==> config.mk <==
export PLATFORM = sky130hd
export DESIGN_NAME = video_timing_prescaler_calc_flat
export DESIGN_NICKNAME = d
export VERILOG_FILES = /design/src/hdl/vtpc_pkg.sv /design/src/hdl/vtpc_in_if.sv /design/src/hdl/vtpc_out_if.sv /design/src/hdl/video_timing_prescaler_calc.sv /design/src/hdl/vtpc_div100.sv /design/src/hdl/vtpc_resdiv.sv /design/src/flat_wrapper.sv
export SDC_FILE = /design/constraint.sdc
export NUM_CORES = 2
export LEC_CHECK = 0
export BUFFER_PORTS_ARGS = -buffer_cell sky130_fd_sc_hd__buf_4
export CAP_MARGIN = 30
export CORE_ASPECT_RATIO = 1.1
export CORE_MARGIN = 5
export CORE_UTILIZATION = 60
export DETAILED_ROUTE_END_ITERATION = 10
export PLACE_DENSITY_LB_ADDON = 0.08
export SLEW_MARGIN = 20
export SYNTH_ARGS = -nofsm -noshare
export SYNTH_HDL_FRONTEND = slang
export SYNTH_SLANG_ARGS = --single-unit
==> constraint.sdc <==
create_clock -name clk -period 13.9 [get_ports clk]
set_clock_uncertainty 0.1 [all_clocks]
set_input_delay 2.78 -clock clk [delete_from_list [all_inputs] [get_ports clk]]
set_output_delay 2.78 -clock clk [all_outputs]
set_load 0.03 [all_outputs]
==> src/hdl/vtpc_pkg.sv <==
// Package for the video timing prescaler calculator.
// Holds the field widths, limits, register codes and the divide-by-100 step.
// No dependencies.
package vtpc_pkg;

  // Bits of the measured period that take part in the arithmetic (17..32)
  localparam int PERIOD_BITS = 32;
  localparam int PERIOD_W    = 32;
  localparam int PCT_W       = 7;
  localparam int RES_W       = 16;
  localparam int CNT_W       = 24;
  localparam int PRE_W       = 8;
  localparam int PCLK_W      = 16;
  localparam int CFG_IDX_W   = 3;
  localparam int CFG_DATA_W  = 16;

  // period * percent, and the divide-by-100 lanes (eight bits a stage)
  localparam int PROD_W   = PERIOD_BITS + PCT_W;
  localparam int D100_BPS = 8;
  localparam int D100_STG = (PROD_W + D100_BPS - 1) / D100_BPS;
  localparam int D100_W   = D100_STG * D100_BPS;

  // resolution divider: RES_W quotient bits, two a stage
  localparam int RDIV_BPS = 2;
  localparam int RDIV_STG = RES_W / RDIV_BPS;

  localparam logic [PCT_W-1:0]  PCT_FULL    = 7'd100;
  localparam logic [RES_W-1:0]  MIN_RES     = 16'd32;
  localparam logic [31:0]       SMALL_LIMIT = 32'h0000_ffff;
  localparam logic [31:0]       MID_LIMIT   = 32'h000f_ffff;
  localparam logic [PRE_W-1:0]  PRE_NONE    = 8'h00;
  localparam logic [PRE_W-1:0]  PRE_MID     = 8'h0f;
  localparam logic [PRE_W-1:0]  PRE_HIGH    = 8'hff;
  localparam logic [PCLK_W-1:0] CLK_MAX     = 16'hffff;

  typedef enum logic [CFG_IDX_W-1:0] {
    REG_H_SYNC   = 3'd0,
    REG_H_ACTIVE = 3'd1,
    REG_V_SYNC   = 3'd2,
    REG_V_ACTIVE = 3'd3,
    REG_H_PIXELS = 3'd4,
    REG_V_LINES  = 3'd5
  } cfg_reg_t;

  typedef struct packed {
    logic [PCT_W-1:0]    rem;
    logic [D100_BPS-1:0] q;
  } d100_t;

  // Eight restoring steps of a long division by 100; the remainder stays below 100
  function automatic d100_t div100_step(input logic [PCT_W-1:0] rem_in,
                                        input logic [D100_BPS-1:0] bits);
    d100_t res;
    logic [PCT_W:0] t;
    res.rem = rem_in;
    res.q   = '0;
    for (int i = D100_BPS - 1; i >= 0; i--) begin
      t = {res.rem, bits[i]};
      if (t >= {1'b0, PCT_FULL}) begin
        t       = t - {1'b0, PCT_FULL};
        res.q[i] = 1'b1;
      end
      res.rem = t[PCT_W-1:0];
    end
    return res;
  endfunction

endpackage

==> src/hdl/vtpc_in_if.sv <==
// Input channel of the prescaler calculator: one measured period per word.
// Depends on vtpc_pkg.
interface vtpc_in_if import vtpc_pkg::*; ();
  logic                valid;
  logic                ready;
  logic                mode;
  logic [PERIOD_W-1:0] period;

  modport source (output valid, output mode, output period, input ready);
  modport sink   (input valid, input mode, input period, output ready);
endinterface

==> src/hdl/vtpc_out_if.sv <==
// Result channel of the prescaler calculator: one word per accepted period.
// Depends on vtpc_pkg.
interface vtpc_out_if import vtpc_pkg::*; ();
  logic              valid;
  logic              ready;
  logic              axis;
  logic              updated;
  logic [CNT_W-1:0]  sync_wait_count;
  logic [PRE_W-1:0]  sync_wait_prescale;
  logic [PCLK_W-1:0] pixel_clock_prescale;

  modport source (output valid, output axis, output updated, output sync_wait_count,
                  output sync_wait_prescale, output pixel_clock_prescale, input ready);
  modport sink   (input valid, input axis, input updated, input sync_wait_count,
                  input sync_wait_prescale, input pixel_clock_prescale, output ready);
endinterface

==> src/hdl/video_timing_prescaler_calc.sv <==
// Top level of the video timing prescaler calculator: config registers, pipeline
// control and the classify stage. Depends on vtpc_pkg, vtpc_in_if, vtpc_out_if,
// vtpc_div100 and vtpc_resdiv.
//
//   port    | dir | word / fields
//   --------+-----+-----------------------------------------------------------
//   in_ch   | in  | mode, period
//   out_ch  | out | axis, updated, sync_wait_count, sync_wait_prescale,
//           |     | pixel_clock_prescale
//   cfg_*   | in  | cfg_we, cfg_idx, cfg_wdata (write only)
//
// One word per cycle sustained while out_ch.ready is high; the depth is set
// by the five divide-by-100 stages and the eight stages of the resolution divider.
// Each stage holds only when it is full and the stage after it is held, so
// bubbles close up and in_ch.ready stays high while the output register is empty.
// rst_n is synchronous; valid bits and percentages clear, resolutions get MIN_RES.
module video_timing_prescaler_calc import vtpc_pkg::*; (
  input  logic                  clk,
  input  logic                  rst_n,
  vtpc_in_if.sink               in_ch,
  vtpc_out_if.source            out_ch,
  input  logic                  cfg_we,
  input  logic [CFG_IDX_W-1:0]  cfg_idx,
  input  logic [CFG_DATA_W-1:0] cfg_wdata
);

  localparam int ST_IN  = 0;
  localparam int ST_MUL = 1;
  localparam int ST_D0  = 2;
  localparam int ST_CLS = ST_D0 + D100_STG;
  localparam int ST_R0  = ST_CLS + 1;
  localparam int ST_OUT = ST_R0 + RDIV_STG;
  localparam int NSTG   = ST_OUT + 1;

  typedef struct packed {
    logic             mode;
    logic             upd;
    logic             sat;
    logic [RES_W-1:0] res;
    logic [CNT_W-1:0] count;
    logic [PRE_W-1:0] pre;
  } side_t;

  // configuration
  logic [PCT_W-1:0] h_sync_r, h_active_r, v_sync_r, v_active_r;
  logic [RES_W-1:0] h_pixels_r, v_lines_r;

  always_ff @(posedge clk) begin
    if (!rst_n) begin
      h_sync_r   <= '0;
      h_active_r <= '0;
      v_sync_r   <= '0;
      v_active_r <= '0;
      h_pixels_r <= MIN_RES;
      v_lines_r  <= MIN_RES;
    end else if (cfg_we) begin
      case (cfg_reg_t'(cfg_idx))
        REG_H_SYNC:   h_sync_r   <= cfg_wdata[PCT_W-1:0];
        REG_H_ACTIVE: h_active_r <= cfg_wdata[PCT_W-1:0];
        REG_V_SYNC:   v_sync_r   <= cfg_wdata[PCT_W-1:0];
        REG_V_ACTIVE: v_active_r <= cfg_wdata[PCT_W-1:0];
        REG_H_PIXELS: h_pixels_r <= cfg_wdata[RES_W-1:0];
        REG_V_LINES:  v_lines_r  <= cfg_wdata[RES_W-1:0];
        default: ;
      endcase
    end
  end

  // pipeline control
  logic [NSTG-1:0] vld_r;
  logic [NSTG-1:0] rdy;

  // sideband that travels alongside the arithmetic
  side_t side_r   [NSTG];
  side_t side_nxt [NSTG];

  always_comb begin
    rdy[NSTG-1] = !vld_r[NSTG-1] || out_ch.ready;
    for (int k = NSTG - 2; k >= 0; k--) begin
      rdy[k] = !vld_r[k] || rdy[k+1];
    end
  end

  assign in_ch.ready = rdy[ST_IN];

  always_ff @(posedge clk) begin
    if (!rst_n) begin
      vld_r <= '0;
    end else begin
      for (int k = 0; k < NSTG; k++) begin
        if (rdy[k]) begin
          vld_r[k] <= (k == ST_IN) ? in_ch.valid : vld_r[(k == ST_IN) ? ST_IN : k - 1];
        end
      end
    end
  end

  // input stage: pick the axis and clamp the percentages and resolution
  logic [PCT_W-1:0]       sync_sel, act_sel, sync_c, act_c, act_room;
  logic [RES_W-1:0]       res_sel, res_c;
  logic [PERIOD_BITS-1:0] period_in;

  always_comb begin
    sync_sel  = in_ch.mode ? v_sync_r   : h_sync_r;
    act_sel   = in_ch.mode ? v_active_r : h_active_r;
    res_sel   = in_ch.mode ? v_lines_r  : h_pixels_r;
    sync_c    = (sync_sel > PCT_FULL) ? PCT_FULL : sync_sel;
    act_room  = PCT_FULL - sync_c;
    act_c     = (act_sel > act_room) ? act_room : act_sel;
    res_c     = (res_sel < MIN_RES) ? MIN_RES : res_sel;
    period_in = in_ch.period[PERIOD_BITS-1:0];
  end

  logic [PERIOD_BITS-1:0] period_r;
  logic [PCT_W-1:0]       sync_r, act_pct_r;
  logic [PROD_W-1:0]      wprod_r, aprod_r;

  always_ff @(posedge clk) begin
    if (rdy[ST_IN]) begin
      period_r  <= period_in;
      sync_r    <= sync_c;
      act_pct_r <= act_c;
    end
    if (rdy[ST_MUL]) begin
      wprod_r <= PROD_W'(period_r) * PROD_W'(sync_r);
      aprod_r <= PROD_W'(period_r) * PROD_W'(act_pct_r);
    end
  end

  logic [PERIOD_BITS-1:0] wait_q, act_q;

  vtpc_div100 u_wait_div (
    .clk  (clk),
    .en   (rdy[ST_D0 +: D100_STG]),
    .prod (wprod_r),
    .quot (wait_q)
  );

  vtpc_div100 u_act_div (
    .clk  (clk),
    .en   (rdy[ST_D0 +: D100_STG]),
    .prod (aprod_r),
    .quot (act_q)
  );

  // classify stage: coarse prescaler for the wait, saturation test for the clock
  logic [31:0]      wait32, act32;
  logic             sat_c;
  logic [CNT_W-1:0] count_c;
  logic [PRE_W-1:0] pre_c;
  logic [RES_W-1:0] act_hi_r, act_lo_r;

  always_comb begin
    wait32 = 32'(wait_q);
    act32  = 32'(act_q);
    sat_c  = (act32[31:16] >= side_r[ST_CLS-1].res);
    if (wait32 > MID_LIMIT) begin
      pre_c   = PRE_HIGH;
      count_c = wait32[31:8];
    end else if (wait32 > SMALL_LIMIT) begin
      pre_c   = PRE_MID;
      count_c = wait32[27:4];
    end else begin
      pre_c   = PRE_NONE;
      count_c = wait32[CNT_W-1:0];
    end
  end

  always_ff @(posedge clk) begin
    if (rdy[ST_CLS]) begin
      // a saturated word still runs through the divider; its quotient is dropped
      act_hi_r <= sat_c ? '0 : act32[31:16];
      act_lo_r <= act32[15:0];
    end
  end

  logic [PCLK_W-1:0] quot_q;

  vtpc_resdiv u_resdiv (
    .clk    (clk),
    .en     (rdy[ST_R0 +: RDIV_STG]),
    .dvd_hi (act_hi_r),
    .dvd_lo (act_lo_r),
    .dvs    (side_r[ST_CLS].res),
    .quot   (quot_q)
  );

  always_comb begin
    for (int k = 0; k < NSTG; k++) begin
      if (k == ST_IN) begin
        side_nxt[k] = '{mode: in_ch.mode, upd: (period_in != '0), sat: 1'b0,
                        res: res_c, count: '0, pre: PRE_NONE};
      end else begin
        side_nxt[k] = side_r[(k == ST_IN) ? ST_IN : k - 1];
        if (k == ST_CLS) begin
          side_nxt[k].sat   = sat_c;
          side_nxt[k].count = count_c;
          side_nxt[k].pre   = pre_c;
        end
      end
    end
  end

  logic [PCLK_W-1:0] pclk_r;

  always_ff @(posedge clk) begin
    for (int k = 0; k < NSTG; k++) begin
      if (rdy[k]) begin
        side_r[k] <= side_nxt[k];
      end
    end
    if (rdy[ST_OUT]) begin
      pclk_r <= side_r[ST_OUT-1].sat ? CLK_MAX : quot_q;
    end
  end

  assign out_ch.valid                = vld_r[ST_OUT];
  assign out_ch.axis                 = side_r[ST_OUT].mode;
  assign out_ch.updated              = side_r[ST_OUT].upd;
  assign out_ch.sync_wait_count      = side_r[ST_OUT].count;
  assign out_ch.sync_wait_prescale   = side_r[ST_OUT].pre;
  assign out_ch.pixel_clock_prescale = pclk_r;

  // an empty output register must open the whole pipe
  a_ready_when_empty: assert property (@(posedge clk) disable iff (!rst_n)
    !vld_r[ST_OUT] |-> in_ch.ready)
    else $error("input held back while the output register is empty");

  a_accept_fills_stage: assert property (@(posedge clk) disable iff (!rst_n)
    in_ch.valid && in_ch.ready |=> vld_r[ST_IN])
    else $error("accepted word did not reach the input stage");

  a_zero_period_clear: assert property (@(posedge clk) disable iff (!rst_n)
    out_ch.valid && !out_ch.updated |->
      out_ch.sync_wait_count == '0 && out_ch.sync_wait_prescale == PRE_NONE &&
      out_ch.pixel_clock_prescale == '0)
    else $error("zero period gave a nonzero result");

  a_prescale_code: assert property (@(posedge clk) disable iff (!rst_n)
    out_ch.valid |-> out_ch.sync_wait_prescale == PRE_NONE ||
      out_ch.sync_wait_prescale == PRE_MID || out_ch.sync_wait_prescale == PRE_HIGH)
    else $error("sync wait prescaler outside 0, 15 or 255");

  a_small_wait_range: assert property (@(posedge clk) disable iff (!rst_n)
    out_ch.valid && out_ch.sync_wait_prescale == PRE_NONE |->
      out_ch.sync_wait_count <= CNT_W'(SMALL_LIMIT))
    else $error("unscaled sync wait above the small limit");

endmodule

==> src/hdl/vtpc_div100.sv <==
// Pipelined divide-by-100 lane, eight quotient bits per stage.
// Depends on vtpc_pkg (div100_step, lane widths).
module vtpc_div100 import vtpc_pkg::*; (
  input  logic                   clk,
  input  logic [D100_STG-1:0]    en,
  input  logic [PROD_W-1:0]      prod,
  output logic [PERIOD_BITS-1:0] quot
);

  logic [PCT_W-1:0]  rem_r  [D100_STG];
  logic [D100_W-1:0] word_r [D100_STG];
  logic [PCT_W-1:0]  rem_in  [D100_STG];
  logic [D100_W-1:0] word_in [D100_STG];
  d100_t             step    [D100_STG];

  always_comb begin
    for (int j = 0; j < D100_STG; j++) begin
      if (j == 0) begin
        rem_in[j]  = '0;
        word_in[j] = D100_W'(prod);
      end else begin
        rem_in[j]  = rem_r[j-1];
        word_in[j] = word_r[j-1];
      end
      step[j] = div100_step(rem_in[j], word_in[j][D100_W-1 -: D100_BPS]);
    end
  end

  // dividend bits shift out at the top while quotient bits shift in below
  always_ff @(posedge clk) begin
    for (int j = 0; j < D100_STG; j++) begin
      if (en[j]) begin
        rem_r[j]  <= step[j].rem;
        word_r[j] <= {word_in[j][D100_W-D100_BPS-1:0], step[j].q};
      end
    end
  end

  assign quot = word_r[D100_STG-1][PERIOD_BITS-1:0];

endmodule

==> src/hdl/vtpc_resdiv.sv <==
// Pipelined restoring divider for active time over resolution, two bits per stage.
// Caller guarantees the upper half is below the divisor. Depends on vtpc_pkg.
module vtpc_resdiv import vtpc_pkg::*; (
  input  logic                clk,
  input  logic [RDIV_STG-1:0] en,
  input  logic [RES_W-1:0]    dvd_hi,
  input  logic [RES_W-1:0]    dvd_lo,
  input  logic [RES_W-1:0]    dvs,
  output logic [PCLK_W-1:0]   quot
);

  typedef struct packed {
    logic [RES_W-1:0] rem;
    logic [RES_W-1:0] word;
  } rdiv_t;

  function automatic rdiv_t rdiv_step(input rdiv_t cur, input logic [RES_W-1:0] d);
    rdiv_t res;
    logic [RES_W:0] t;
    logic qb;
    res = cur;
    for (int i = 0; i < RDIV_BPS; i++) begin
      t  = {res.rem, res.word[RES_W-1]};
      qb = (t >= {1'b0, d});
      if (qb) begin
        t = t - {1'b0, d};
      end
      res.rem  = t[RES_W-1:0];
      res.word = {res.word[RES_W-2:0], qb};
    end
    return res;
  endfunction

  rdiv_t            st_r   [RDIV_STG];
  logic [RES_W-1:0] dvs_r  [RDIV_STG];
  rdiv_t            st_in  [RDIV_STG];
  logic [RES_W-1:0] dvs_in [RDIV_STG];

  always_comb begin
    for (int j = 0; j < RDIV_STG; j++) begin
      if (j == 0) begin
        st_in[j]  = '{rem: dvd_hi, word: dvd_lo};
        dvs_in[j] = dvs;
      end else begin
        st_in[j]  = st_r[j-1];
        dvs_in[j] = dvs_r[j-1];
      end
    end
  end

  always_ff @(posedge clk) begin
    for (int j = 0; j < RDIV_STG; j++) begin
      if (en[j]) begin
        st_r[j]  <= rdiv_step(st_in[j], dvs_in[j]);
        dvs_r[j] <= dvs_in[j];
      end
    end
  end

  assign quot = PCLK_W'(st_r[RDIV_STG-1].word);

endmodule

==> src/flat_wrapper.sv <==
// flat-port wrapper written by rule: the top's interface ports become plain ports
module video_timing_prescaler_calc_flat import vtpc_pkg::*;
  (clk, rst_n, cfg_we, cfg_idx, cfg_wdata, in_ch_valid, in_ch_mode, in_ch_period, in_ch_ready, out_ch_valid, out_ch_axis, out_ch_updated, out_ch_sync_wait_count, out_ch_sync_wait_prescale, out_ch_pixel_clock_prescale, out_ch_ready);
  vtpc_in_if in_ch_i ();
  vtpc_out_if out_ch_i ();
  input  logic clk;
  input  logic rst_n;
  input  logic cfg_we;
  input  logic [CFG_IDX_W-1:0] cfg_idx;
  input  logic [CFG_DATA_W-1:0] cfg_wdata;
  input wire logic [$bits(in_ch_i.valid)-1:0] in_ch_valid;
  input wire logic [$bits(in_ch_i.mode)-1:0] in_ch_mode;
  input wire logic [$bits(in_ch_i.period)-1:0] in_ch_period;
  output wire logic [$bits(in_ch_i.ready)-1:0] in_ch_ready;
  output wire logic [$bits(out_ch_i.valid)-1:0] out_ch_valid;
  output wire logic [$bits(out_ch_i.axis)-1:0] out_ch_axis;
  output wire logic [$bits(out_ch_i.updated)-1:0] out_ch_updated;
  output wire logic [$bits(out_ch_i.sync_wait_count)-1:0] out_ch_sync_wait_count;
  output wire logic [$bits(out_ch_i.sync_wait_prescale)-1:0] out_ch_sync_wait_prescale;
  output wire logic [$bits(out_ch_i.pixel_clock_prescale)-1:0] out_ch_pixel_clock_prescale;
  input wire logic [$bits(out_ch_i.ready)-1:0] out_ch_ready;
  assign in_ch_i.valid = in_ch_valid;
  assign in_ch_i.mode = in_ch_mode;
  assign in_ch_i.period = in_ch_period;
  assign in_ch_ready = in_ch_i.ready;
  assign out_ch_valid = out_ch_i.valid;
  assign out_ch_axis = out_ch_i.axis;
  assign out_ch_updated = out_ch_i.updated;
  assign out_ch_sync_wait_count = out_ch_i.sync_wait_count;
  assign out_ch_sync_wait_prescale = out_ch_i.sync_wait_prescale;
  assign out_ch_pixel_clock_prescale = out_ch_i.pixel_clock_prescale;
  assign out_ch_i.ready = out_ch_ready;
  video_timing_prescaler_calc u_core (.clk(clk), .rst_n(rst_n), .in_ch(in_ch_i), .out_ch(out_ch_i), .cfg_we(cfg_we), .cfg_idx(cfg_idx), .cfg_wdata(cfg_wdata));
endmodule
======== Yosys cells after proc, flatten, opt, wreduce, memory -nomap -nowiden ========
Memory sizes are Yosys's and may differ from the RTL's. A register that Yosys moved wholly into a read port is not among the register bits.
Index checks and enable logic that the tools add are counted.
storage, ports and cells
  output and inout port bits .............. 52
  bits in registers ....................... 233
  memories kept ........................... 7
  word-level logic and storage cells ...... 513
  memory bits (writable) .................. 1721
memories
  name                      words  bits a word  read ports  clocked after memory_dff  wr ports  line                               text
  u_core.side_r             17     51           17          0                         17        video_timing_prescaler_calc.sv:74  side_t side_r [NSTG];
  u_core.u_resdiv.st_r      8      32           8           1                         8         vtpc_resdiv.sv:34                  rdiv_t st_r [RDIV_STG];
  u_core.u_act_div.word_r   5      40           5           0                         5         vtpc_div100.sv:11                  logic [D100_W-1:0] word_r [D100_STG];
  u_core.u_wait_div.word_r  5      40           5           0                         5         vtpc_div100.sv:11
  u_core.u_resdiv.dvs_r     8      16           7           0                         8         vtpc_resdiv.sv:35                  logic [RES_W-1:0] dvs_r [RDIV_STG];
  u_core.u_act_div.rem_r    5      7            4           0                         5         vtpc_div100.sv:10                  logic [PCT_W-1:0] rem_r [D100_STG];
  1 more memories           n/a    n/a          n/a         n/a                       n/a       n/a
cells by class
  multipliers ............................. 2
  order comparisons ....................... 100
  add/sub/neg operators ................... 95
  reductions and logical operators ........ 42
  eq/ne operators ......................... 5
  muxes and demuxes ....................... 232
operator list
  operator              count
  $ge 8x7->1 const B    76
  $mux 7                82
  $mux 16               34
  $sub 7x7->7 const B   76
  $ge 17x16->1          16
  $sub 16x16->16        16
  $mux 1                112
  $mul 32x7->39         2
  $mux 24               2
  $gt 32x16->1 const B  1
  $gt 32x20->1 const B  1
  $reduce_bool 32->1    1
  $logic_not 1->1       17
  $logic_or 1x1->1      17
  $ge 16x16->1          1
  $lt 16x6->1 const B   1
  $ge 1x7->1 const B    2
  $sub 1x7->7 const B   2
  $reduce_and 2->1      6
  $mux 8                1
  $gt 7x7->1            1
  $gt 7x7->1 const B    1
  $sub 7x7->7 const A   1
  $eq 3x2->1 const B    2
  other kinds (4)       5

======== Longest topological paths before layout ========
  word-level depth ........................ 20
  gate-level depth with buffers ........... 48
  depth with buffers taken out ............ 47

======== Cells and area by module ========
Synthesis repeated with hierarchy kept, for this count alone.
unflattened totals
  cells, all modules ...................... 7598
  area total of the unflattened synthesis .. 86938.4 um^2
modules (own cells, without submodules)
  module                           cells each  instances  area an instance (um^2)
  video_timing_prescaler_calc      2778        1          36635.1
  vtpc_resdiv                      2261        1          24537.3
  vtpc_div100 (u_core.u_act_div)   1315        1          12985.0
  vtpc_div100 (u_core.u_wait_div)  1244        1          12781.0

======== Worst setup path after synthesis ========
Ideal clock, no wire load.
  kind .................................... flip-flop to flip-flop
  start point ............................. memory u_core.u_act_div.rem_r[2][1] (netlist: u_core.u_act_div.rem_r[0][15])
  end point ............................... memory u_core.u_act_div.rem_r[3][6] (netlist: u_core.u_act_div.rem_r[0][27]), data pin
  library setup time ...................... 262 ps
  buffers on the path ..................... 2
  stages on the path, launching flop included .. 46
  arrival ................................. 9290 ps
  data required time ...................... 13538 ps
  setup slack ............................. 4248 ps
  cells stage by stage .................... edfxtp_1 -> inv_1 -> ha_1 -> nand2b_1 -> o31ai_4 -> xnor2_1 -> ha_1 -> nand3_1 -> o32ai_4 -> xnor2_1 -> ha_1 -> o2111ai_2 -> nand2_2 -> inv_2 -> xnor2_1 -> ha_1 -> nand3_1 -> o21ai_0 -> [... 10 more ...] -> xnor2_1 -> ha_1 -> nand2_1 -> mux2i_1 -> a31o_4 -> nand2_2 -> xnor2_1 -> ha_1 -> nand2_1 -> a21oi_2 -> a41oi_2 -> o31a_1 -> or2_1 -> buf_6 -> a21o_1 -> ha_1 -> a21oi_1 -> mux2_1
RTL lines
  what                line
  start: declaration  vtpc_div100.sv:10

==> results.toml <==
[global_route]
grt_use_total_pct = 23.3
grt_max_degree = 78
grt_pass1_wl_mm = 280
globalRouteOverflowTotal = 0
first_global_vias = 55500
antenna_found_initial = 0

[min_path]
hold_class = "reg -> reg"

[setup_path]
critPathCaptureType = "register"
cpMostUsedCell = "inv_1"
worst-setup-path-type = "reg -> reg"
cp-start-kind = "register"
crit_arrival_ns = 11.47
critPathMaxFanout = 8
cpPeakStageDelay_ns = 0.51
critPathRequiredTime_ns = 14.46
slowest_stage = "xnor2_1"

[status]
status = "completed"

[drt]
wl_per_cell_um = 17.8
viasPerCell = 5.86
vias = 55700
drt_first_iter_violations = 3823
drtAntennaViolNets = 0
wl_mm = 170
first_pass_iters = 6
post-route-drc-count = 0

[final_layout]
final_common_cell = "edfxtp_1"
final_area_um2 = 91200
nets = 8428
layout_common_cells = "1,321 x edfxtp_1, 960 x nand2_1, 770 x inv_1"
drive_gt1_share_pct = 8.28
postLayoutCoreUtil_pct = 66.0
area_growth_pct = 9.38
antenna_cells = 0

[clock_tree]
cts_tree = "built"
numCtsBuffers = 144
clk_pin_slew_ns = 0.06
cts_root_buf = "clkbuf_16"
insertion_delay_ns = 0.82
h-tree-depth = 4
cts_setup_buffers = 0
cts_resized = 0
clock-sinks = 1398
ctsHoldBuffers = 0
cts_buffer_depth = 3

[sta]
finalWorstSetupSlack_ns = 2.99
rsz0062_at_grt = "false"
tightest_slew_ns = 0.932
fin_crit_sh_pct = 78.5
relSlewSlack_pct = 37.4
period_minus_slack_ns = 10.91
slew_violations = 0
fin_setup_tns_ns = 0
setup_violations = 0
hold_violations = 0
fmax_mhz = 91.7

[floorplan]
ios = 109
dieArea_um2 = 147000
start_util_pct = 60.4
die_w_um = 365
fp.dieH_um = 401
coreArea_um2 = 138000
rows = 143

[synth]
ys.flop_type = "edfxtp_1"
syn_area_per_cell_um2 = 11.1
synth_edf_count = 1321
synth_cells = 7482
yosys.cell_types.count = 114
netlist_area_um2 = 83400
synth-seq-cells = 1398
synth-warning-count = 0
async_flop_share_pct = 0
syn_nets = 8318
yosysSeqAreaShare_pct = 49.4

[placement]
port_buffers = 108
place.gp.congestion = 0.876
dpl.hpwl_mm = 126
dpl_cell_area_um2 = 86200
pre_cts_slack_ns = 3.10

[flow_run]
cap_violations = 0
-- cell usage after synthesis (117+ instances only) --
| master | number | share of area (%) |
|---|---|---|
| mux2_2 | 131 | 1.8 |
| a21oi_1 | 281 | 1.7 |
| inv_1 | 781 | 3.5 |
| nor2_1 | 331 | 1.5 |
| fa_1 | 313 | 7.5 |
| a21boi_0 | 127 | 1.1 |
| o21ai_0 | 405 | 2.4 |
| and2_1 | 190 | 1.4 |
| nand2_1 | 966 | 4.3 |
| clkbuf_1 | 174 | 0.78 |
| xnor2_1 | 203 | 2.1 |
| ha_1 | 466 | 7.0 |
| mux2i_1 | 152 | 1.8 |
| nand3_1 | 117 | 0.70 |
| edfxtp_1 | 1321 | 48 |
-- sequential cells by signal, summed over array words and instances, names as in the netlist, 16 cells and up --
name	cells
u_core.act_hi_r	16
u_core.act_lo_r	16
u_core.aprod_r	38
u_core.h_pixels_r	16
u_core.out_ch.pixel_clock_prescale	16
u_core.period_r	32
u_core.side_r	438
u_core.u_act_div.rem_r	28
u_core.u_act_div.word_r	156
u_core.u_resdiv.dvs_r	105
u_core.u_resdiv.st_r	240
u_core.u_wait_div.rem_r	28
u_core.u_wait_div.word_r	156
u_core.v_lines_r	16
u_core.vld_r	17
u_core.wprod_r	38
-- critical path, delay by kind of cell, from the launching register on --
family          cells  cell delay (ns)
flops               1             0.43
xor+xnor            5             1.39
simple gates        6             0.92
compound gates     16             3.89
mux                 3             0.90
buf+inv             9             0.97
fa+ha+maj           8             2.18
-- layout make-up --
type / instances / area (um^2)
Fill cell: 10500 / 46900
Clock inverter: 78 / 1210
Timing Repair Buffer: 156 / 1250
Tap cell: 1812 / 2270
Sequential cell: 1398 / 41200
Multi-Input combinational cell: 5103 / 38500
Inverter: 789 / 2970
Clock buffer: 178 / 3760
-- per-stage QoR --
step	std cells	hold slack, ns
6_report	9514	0.274
5_1_grt	9514	0.302
4_1_cts	9511	0.275
3_5_place_dp	9255	0.305
3_3_place_gp	9251	0.300
2_1_floorplan	7482	0.300
-- layer usage --
metal  wire, um  global-route usage [%]  vias up  share of wire [%]
li1           -                       -    27100                  -
met1      73000                    30.3    27000                 43
met2      84000                    40.3     1303                 49
met3       7160                    3.34      327                4.2
met4       5680                    7.83        0                3.3
met5          0                       0        -                  0
-- cells by family (layout without fill, tap and decap cells) --
| kind of cell | Yosys count | count (layout) | synth area share [%] |
|---|---|---|---|
| DFF | 1398 | 1398 | 49.4 |
| adders and majority gates | 779 | 779 | 14.5 |
| AOI/OAI and AO/OA | 1582 | 1582 | 12.8 |
| and+or+nand+nor | 2216 | 2216 | 12.6 |
| buffers and inverters | 981 | 1201 | 4.48 |
| xor gates and xnor gates | 238 | 238 | 2.52 |
| muxes | 288 | 288 | 3.68 |
-- worst paths after layout --
kind,from,slack [ns],cells after the start,to
worst max-delay path,u_core.u_act_div.rem_r[0][1],2.99,47,u_core.u_act_div.rem_r[0][12]
worst min-delay path,u_core.u_wait_div.word_r[0][125],0.27,0,u_core.u_wait_div.word_r[0][173]
worst max register to register,u_core.u_act_div.rem_r[0][1],2.99,47,u_core.u_act_div.rem_r[0][12]
worst min register to register,u_core.u_wait_div.word_r[0][125],0.27,0,u_core.u_wait_div.word_r[0][173]
Power is left out: the tool's default activity adds up to more than one toggle a clock period on the data nets, which glitch-free logic cannot reach.
